**config.mk**
```make
export PLATFORM = sky130hd
export DESIGN_NAME = pfla_useq
export DESIGN_NICKNAME = d
export VERILOG_FILES = /design/src/hdl/pfla_pkg.sv /design/src/hdl/pfla_useq.sv
export SDC_FILE = /design/constraint.sdc
export NUM_CORES = 1
export LEC_CHECK = 0
export BUFFER_PORTS_ARGS = -buffer_cell sky130_fd_sc_hd__clkbuf_2
export CAP_MARGIN = 10
export CORE_MARGIN = 2
export CORE_UTILIZATION = 50
export CTS_CLUSTER_SIZE = 40
export DETAILED_ROUTE_END_ITERATION = 6
export GPL_TIMING_DRIVEN = 0
export PLACE_DENSITY = 0.82
export RECOVER_POWER = 100
export SLEW_MARGIN = 10
export SYNTH_ARGS = -nofsm -noshare
export SYNTH_HDL_FRONTEND = slang
export SYNTH_SLANG_ARGS = --single-unit
```
**constraint.sdc**
```tcl
create_clock -name clk -period 3.91 [get_ports clk]
set_input_delay 0.391 -clock clk [delete_from_list [all_inputs] [get_ports clk]]
set_output_delay 0.391 -clock clk [all_outputs]
set_load 0.01 [all_outputs]
```
**src/hdl/pfla_pkg.sv**
```systemverilog
`default_nettype none

package pfla_pkg;

    // Geometry
    localparam int PAGE_NUM_BITS_DEF = 16;
    localparam int PAGE_SHIFT        = 12;
    localparam int ADDR_W            = 32;
    localparam int COUNT_W           = 17;
    localparam int CLAIM_CNT_W       = ADDR_W - PAGE_SHIFT;
    localparam int KIB_W             = 19;
    localparam int KIB_SHIFT         = 10;
    localparam int CMD_W             = 2;
    localparam int STATUS_W          = 2;
    localparam int CFG_IDX_W         = 1;
    localparam int UPC_W             = 5;

    // Register reset values
    localparam logic [ADDR_W-1:0] PROTECTED_LIMIT_RST = 32'h0044_FFFF;
    localparam logic [KIB_W-1:0]  MEMORY_KIB_RST      = 19'd262144;

    // Register indexes
    localparam logic [CFG_IDX_W-1:0] CFG_PROTECTED_LIMIT = 1'b0;
    localparam logic [CFG_IDX_W-1:0] CFG_MEMORY_KIB      = 1'b1;

    // Result status codes
    localparam logic [STATUS_W-1:0] STATUS_OK    = 2'd0;
    localparam logic [STATUS_W-1:0] STATUS_EMPTY = 2'd1;
    localparam logic [STATUS_W-1:0] STATUS_RANGE = 2'd2;

    // Microcode step addresses
    localparam logic [UPC_W-1:0] UA_IDLE       = 5'd0;
    localparam logic [UPC_W-1:0] UA_DISPATCH   = 5'd4;  // + 4 * command
    localparam logic [UPC_W-1:0] UA_FREE       = 5'd4;
    localparam logic [UPC_W-1:0] UA_ALLOC      = 5'd8;
    localparam logic [UPC_W-1:0] UA_POP_RD     = 5'd9;
    localparam logic [UPC_W-1:0] UA_POP_WB     = 5'd10;
    localparam logic [UPC_W-1:0] UA_EMPTY      = 5'd11;
    localparam logic [UPC_W-1:0] UA_CLAIM      = 5'd12;
    localparam logic [UPC_W-1:0] UA_CLAIM_STEP = 5'd13;
    localparam logic [UPC_W-1:0] UA_CLAIM_END  = 5'd14;
    localparam logic [UPC_W-1:0] UA_NOP        = 5'd16;
    localparam logic [UPC_W-1:0] UA_DONE       = 5'd20;

    typedef enum logic [2:0] {
        JC_NEXT,          // step + 1
        JC_ALWAYS,        // target
        JC_DISPATCH,      // on accept: target + 4 * command, else hold
        JC_IF_EMPTY,      // list empty: target, else step + 1
        JC_IF_CLAIM_ZERO, // no pages left: target, else step + 1
        JC_IF_CLAIM_MORE, // more pages after this one: target, else step + 1
        JC_IF_OUT_FREE    // output slot free: target, else hold
    } jump_cond_t;

    typedef struct packed {
        logic in_ready;   // open the request channel
        logic load;       // capture request fields on accept
        logic push;       // push the candidate page
        logic range_chk;  // qualify push with the claim window
        logic adv;        // step the claim walker
        logic pop_rd;     // read head link, report head page
        logic head_ld;    // head <- link read data
        logic set_empty;  // report empty list
        logic out_load;   // move result to output register
    } ucode_ctl_t;

    typedef struct packed {
        ucode_ctl_t          ctl;
        jump_cond_t          jc;
        logic [UPC_W-1:0]    target;
    } ucode_word_t;

    typedef struct packed {
        logic empty;
        logic claim_zero;
        logic claim_more;
        logic out_free;
    } dp_status_t;

    function automatic ucode_word_t ucode_rom(input logic [UPC_W-1:0] addr);
        ucode_word_t w;
        w = '0;
        unique case (addr)
            UA_IDLE:
            begin
                w.ctl.in_ready = 1'b1;
                w.ctl.load     = 1'b1;
                w.jc           = JC_DISPATCH;
                w.target       = UA_DISPATCH;
            end
            UA_FREE:
            begin
                w.ctl.push = 1'b1;
                w.jc       = JC_ALWAYS;
                w.target   = UA_DONE;
            end
            UA_ALLOC:
            begin
                w.jc     = JC_IF_EMPTY;
                w.target = UA_EMPTY;
            end
            UA_POP_RD:
            begin
                w.ctl.pop_rd = 1'b1;
                w.jc         = JC_NEXT;
            end
            UA_POP_WB:
            begin
                w.ctl.head_ld = 1'b1;
                w.jc          = JC_ALWAYS;
                w.target      = UA_DONE;
            end
            UA_EMPTY:
            begin
                w.ctl.set_empty = 1'b1;
                w.jc            = JC_ALWAYS;
                w.target        = UA_DONE;
            end
            UA_CLAIM:
            begin
                w.jc     = JC_IF_CLAIM_ZERO;
                w.target = UA_DONE;
            end
            UA_CLAIM_STEP:
            begin
                w.ctl.push      = 1'b1;
                w.ctl.range_chk = 1'b1;
                w.ctl.adv       = 1'b1;
                w.jc            = JC_IF_CLAIM_MORE;
                w.target        = UA_CLAIM_STEP;
            end
            UA_CLAIM_END, UA_NOP:
            begin
                w.jc     = JC_ALWAYS;
                w.target = UA_DONE;
            end
            UA_DONE:
            begin
                w.ctl.out_load = 1'b1;
                w.jc           = JC_IF_OUT_FREE;
                w.target       = UA_IDLE;
            end
            default:
            begin
                w.jc     = JC_ALWAYS;
                w.target = UA_IDLE;
            end
        endcase
        return w;
    endfunction

endpackage

`default_nettype wire

```
**src/hdl/pfla_useq.sv**
```systemverilog
`default_nettype none

module pfla_useq (
    input  wire logic                         clk,
    input  wire logic                         rst_n,
    input  wire logic                         accept,
    input  wire logic [pfla_pkg::CMD_W-1:0]   cmd,
    input  wire pfla_pkg::dp_status_t         dp_status,
    output pfla_pkg::ucode_ctl_t              ctl
);

    logic [pfla_pkg::UPC_W-1:0] upc_reg;
    logic [pfla_pkg::UPC_W-1:0] upc_next;
    logic [pfla_pkg::UPC_W-1:0] upc_inc;
    logic [pfla_pkg::UPC_W-1:0] dispatch_addr;
    pfla_pkg::ucode_word_t      word;

    assign word          = pfla_pkg::ucode_rom(upc_reg);
    assign ctl           = word.ctl;
    assign upc_inc       = upc_reg + 1'b1;
    // command selects one of four 4-step slots
    assign dispatch_addr = word.target + {{(pfla_pkg::UPC_W-pfla_pkg::CMD_W-2){1'b0}}, cmd, 2'b00};

    always_comb
    begin
        unique case (word.jc)
            pfla_pkg::JC_NEXT:          upc_next = upc_inc;
            pfla_pkg::JC_ALWAYS:        upc_next = word.target;
            pfla_pkg::JC_DISPATCH:      upc_next = accept ? dispatch_addr : upc_reg;
            pfla_pkg::JC_IF_EMPTY:      upc_next = dp_status.empty ? word.target : upc_inc;
            pfla_pkg::JC_IF_CLAIM_ZERO: upc_next = dp_status.claim_zero ? word.target : upc_inc;
            pfla_pkg::JC_IF_CLAIM_MORE: upc_next = dp_status.claim_more ? word.target : upc_inc;
            pfla_pkg::JC_IF_OUT_FREE:   upc_next = dp_status.out_free ? word.target : upc_reg;
            default:                    upc_next = pfla_pkg::UA_IDLE;
        endcase
    end

    always_ff @(posedge clk or negedge rst_n)
    begin
        if (!rst_n)
        begin
            upc_reg <= pfla_pkg::UA_IDLE;
        end
        else
        begin
            upc_reg <= upc_next;
        end
    end

endmodule

`default_nettype wire

```
Yosys cells after proc, flatten, opt, wreduce, memory -nomap -nowiden
Cells that the tools add are included.
W data, S select, Z words.
{"block": "totals", "register_bits": 5, "out_inout_bits": 9, "elab_cells": 41}
{"block": "op_classes", "addsub": 2, "n_eq_ne": 18, "muxes": 15, "reduce_logical": 5}
{"op": "$eq A5 B4 Y1 const B", "n": 7}
{"op": "$pmux W5 S7", "n": 1}
{"op": "$mux W5", "n": 5}
{"op": "$pmux W5 S4", "n": 1}
{"op": "$pmux W3 S6", "n": 1}
{"op": "$eq A5 B5 Y1 const B", "n": 2}
{"op": "$eq A3 B3 Y1 const B", "n": 3}
{"op": "$eq A3 B2 Y1 const B", "n": 2}
{"op": "$reduce_or A6 Y1", "n": 1}
{"op": "$add A5 B1 Y5 const B", "n": 1}
{"op": "$add A5 B4 Y5", "n": 1}
{"op": "$eq A5 B3 Y1 const B", "n": 1}
{"op": "$logic_not A5 Y1", "n": 1}
{"op": "$mux W1", "n": 5}
{"op": "$mux W2", "n": 2}
{"op": "$ne A2 B2 Y1 const B", "n": 2}
{"op": "$eq A3 B1 Y1 const B", "n": 1}
{"op": "$logic_not A3 Y1", "n": 1}
{"op": "$reduce_and A2 Y1", "n": 1}
{"op": "$reduce_or A2 Y1", "n": 1}

Depth between registers and ports, before layout
{"block": "depth", "depth_word": 6, "mapped_depth": 13}

Least setup slack after synthesis
OpenSTA, ideal clock, no wires.
{"block": "synth_timing", "kind": "flip-flop to flip-flop", "from": "reg upc_reg[0] in the netlist's numbering", "to": "reg upc_reg[3] in the netlist's numbering", "setup_time_ps": 101, "arrival_ps": 2457, "required_time_ps": 3809, "slack_ps": 1352, "stages_incl_launch_ff": 14, "n_path_buf": 1, "period_less_slack_ps": 2558, "cell_sequence": "dfrtp_1 inv_1 ha_1 buf_2 a22oi_1 o22a_1 nand3_1 ha_1 fa_1 inv_1 nor2_1 a21oi_1 o21a_1 o32ai_1"}
{"block": "synth_via", "elab_chain_len": 6}
{"element": "start, declared", "line_no": "pfla_useq.sv:12", "source": "logic [pfla_pkg::UPC_W-1:0] upc_reg;"}
{"element": "start signal, assigned", "line_no": "pfla_useq.sv:42", "source": "upc_reg <= pfla_pkg::UA_IDLE;"}
{"element": "start signal, assigned", "line_no": "pfla_useq.sv:46", "source": "upc_reg <= upc_next;"}
{"element": "$eq A5 B4 Y1, or another cell as far along", "line_no": "pfla_pkg.sv:83", "source": "unique case (addr)"}
{"element": "$reduce_or A6 Y1 (no line)"}
{"element": "$pmux W5 S4", "line_no": "pfla_pkg.sv:83"}
{"element": "$add A5 B4 Y5", "line_no": "pfla_useq.sv:22", "source": "assign dispatch_addr = word.target + {{(pfla_pkg::UPC_W-pfla_pkg::CMD_W-2){1'b0}}, cmd, 2'b00};"}
{"element": "$mux W5", "line_no": "pfla_useq.sv:29", "source": "pfla_pkg::JC_DISPATCH: upc_next = accept ? dispatch_addr : upc_reg;"}
{"element": "$pmux W5 S7", "line_no": "pfla_useq.sv:26", "source": "unique case (word.jc)"}
Several ways; a longest one is shown, not always the timed one. The select of a mux whose other input is x is not followed.
A chain may end at the register's enable or synchronous reset.

Final worst setup path
Same ends and word-level chain as after synthesis.

==> out/results.md <==
## Outcome
• run status: finished, final reports clean

## Critical path
• peak fanout along the critical path: 10
• Reg-to-Reg Start: upc_reg[0]
• launching element type of the critical path: flop
• data arrival time of the critical path: 3.16 ns
• Setup CP Type: flop to flop
• sort of element at the end of the critical path: flop
• endpoint required time on the critical path: 4.03 ns
• Critical Path Start: upc_reg[0]

## GRT
• final global-route overflow total: 0
• largest net degree at the start of global routing: 11
• global-route wire length before repair: 3.40 mm
• via count of the first global-routing pass: 783
• antenna violations before repair: 0
• GRT Util Overall: 24.2%

## Final layout
• number of flip-flops in the largest register: 5
• Diodes inserted: 0
• final cell area excluding filler cells: 881 um2
• number of nets in the finished design: 141
• layout cell share with drive strength beyond 1: 17.6%
• number of non-filler instances in the completed layout: 141
• layout overhead on the synthesized area: 15.6%
• most frequent cells in the layout: 12 x clkbuf_1, 10 x nor2_1, 9 x clkbuf_2
• final-layout fill cell count: 157
• commonest non-fill, non-tap cell in the layout: clkbuf_1

## Min path
• Tightest Hold Check Type: input pin to flop
• startpoint of the most critical hold path: accept

## STA
• final setup vio count: 0
• slew at the pin closest to its max-slew limit: 0.422 ns
• tightest slew margin relative to the limit: 71.9%
• final critical delay including setup and external delays: 3.04 ns
• setup TNS: 0 ns
• Hold Vio Cnt, Final: 0
• setup repair after global routing missed its margin: no
• Worst Clk Skew: 0.000840 ns
• post-route fraction of the period consumed by the critical path: 77.7%
• top achievable clock speed: 329 MHz
• count of pins over their slew limit: 0

## Power and ir drop
• switching part of the total: 51.3%
• Internal Dissipation: 311 uW
• sequential share of power: 13.7%
• clock share of power: 9.0%
• P_sw: 328 uW
• power density cells: 726 nW/um2
• total leakage power: 0.000422 uW
• combinational share of power: 77.4%
• peak supply drop: 0.349 mV

## Synth
• flip-flop and latch count after synthesis: 5
• share of synthesized flip-flops with an asynchronous set or reset: 100%
• total number of yosys warnings: 0
• dominant register cell in the synthesized netlist: dfrtp_1
• count of mapped cells out of synthesis: 104
• count of flip-flops with a built-in enable after synthesis: 0
• Mapped Area: 762 um2
• synthesized area divided by synthesized cell count: 7.33 um2
• cells taking the most area after synthesis: dfrtp_1 16%, ha_1 8.2%, nor2_1 4.9%
• number of library cell types mapped by synthesis: 41
• register area share after synthesis: 16.4%
• biggest area consumer among synthesized cells: dfrtp_1
• net count after synthesis: 119
• share of Yosys cell area claimed by the top area cell type: 16.4%

## Detailed routing
• 1st-pass router iterations: 4
• Antenna Violating Nets Remaining: 0
• WL met1: 837 um
• DR vias/cell: 6.09
• Total Wirelength: 1.97 mm
• routed wire length per instance: 13.9 um
• DR WL met2: 946 um
• Starting DRT DRC Count: 33
• length of routed met3 wiring: 162 um
• DR DRC count: 0
• total via count in the routed design: 858
• top sig layer: met4

## Placed design
• final weighted congestion of routability-driven global placement: 0.891
• dpl cell area: 862 um2
• Port-buffer cells: 16
• placed wire-length estimate: 1.51 mm
• Cells after DPL: 136

## Clock tree
• worst skew pair latency: 0.23 ns
• TritonCTS clock tree: done
• number of setup buffers added after CTS: 0
• CTS clock-pin slew for the worst setup and hold paths: 0.04 ns
• CTS buffer count: 3
• CTS root buf: clkbuf_4
• number of clock sinks: 5
• maximum number of buffers from clock root to sink: 2
• total number of H-tree levels: 1

## Die
• Die X-Extent: 43.0 um
• floorplan core area: 1470 um2
• IO Count: 18
• height of the die: 43.0 um
• row count: 14
• Die Footprint: 1850 um2
• initial cell density of the core: 51.8%

## Run
• number of violations of the max-capacitance limit: 0

==> metrics by stage <==
step	worst slack, ns	hold WS (ns)	power [uW]	utilization, %
2_1_floorplan	1.35	0.0954	466	-
3_3_place_gp	1.06	0.205	570	58.6
3_5_place_dp	1.01	0.208	584	58.6
4_1_cts	0.981	0.489	647	61.1
5_1_grt	0.627	0.499	706	59.9
6_report	0.872	0.500	639	59.9
==> power by group through the flow <==
stage	combinational (uW)	sequential (uW)	clock, uW
5_1_grt	552	89.9	64.4
3_5_place_dp	497	87.1	0
6_report	495	87.4	57.2
3_3_place_gp	483	86.6	0
4_1_cts	499	86.3	60.8
2_1_floorplan	382	84.0	0
==> metal layers <==
metal	vias up	GRT usage [%]
met3	4	3.83
met1	394	32.4
met5	-	0
met4	0	11.5
met2	47	37.9
li1	413	-
==> cells in the mapped netlist, types with 4 or more instances <==
cell type and count:
nand2_1 8, nor2_1 10, dfrtp_1 5, buf_2 5, nand3_1 6, ha_1 5, o21ai_0 5, a21oi_1 4
inv_1 8
==> worst paths after layout <==
check / end / slack (ns) / cells after the start
max: upc_reg[3] / 0.87 / 13
min: upc_reg[2] / 0.50 / 3
max reg2reg: upc_reg[3] / 0.87 / 13
min reg2reg: upc_reg[1] / 0.58 / 1
max in group asynchronous: upc_reg[3] / 3.18 / 2
min in group asynchronous: upc_reg[0] / 0.54 / 2
==> critical path, cell delays in order, from the launching register on <==
cell      delay, ns
dfrtp_1        0.46
inv_1          0.10
ha_1           0.27
clkbuf_1       0.24
a22oi_1        0.21
o22a_1         0.25
nand3_1        0.10
ha_1           0.20
fa_1           0.49
inv_1          0.04
nor2_1         0.09
a21oi_1        0.05
o21a_1         0.17
o32ai_1        0.26
==> cell families (layout without fill, tap and decap cells) <==
family | after synthesis | after routing | synth area share [%]
buf+inv | 19 | 40 | 12.6
fa+ha+maj | 6 | 6 | 10.8
flops | 5 | 5 | 16.4
simple gates | 39 | 39 | 26.3
mux | 2 | 2 | 2.79
xor+xnor | 2 | 2 | 2.30
compound gates | 31 | 31 | 28.7
==> layout make-up <==
cell class	count	area (um2)	share of cell area, %
inverter	9	33.8	3.84
multi-input combinational	80	536	60.8
sequential	5	125	14.2
tap	16	20.0	2.27
buffer	10	58.8	6.68
clock buffer	4	26.3	2.98
timing repair buffer	17	81.3	9.23
==> what timing repair did <==
action                                 in CTS  in global routing
hold buffers                                1                  0
endpoints found under the hold margin       5                  0
resized for setup                           0                  0
setup endpoints to repair                   0                  0
Note: power is estimated with default switching activity, not from simulation.
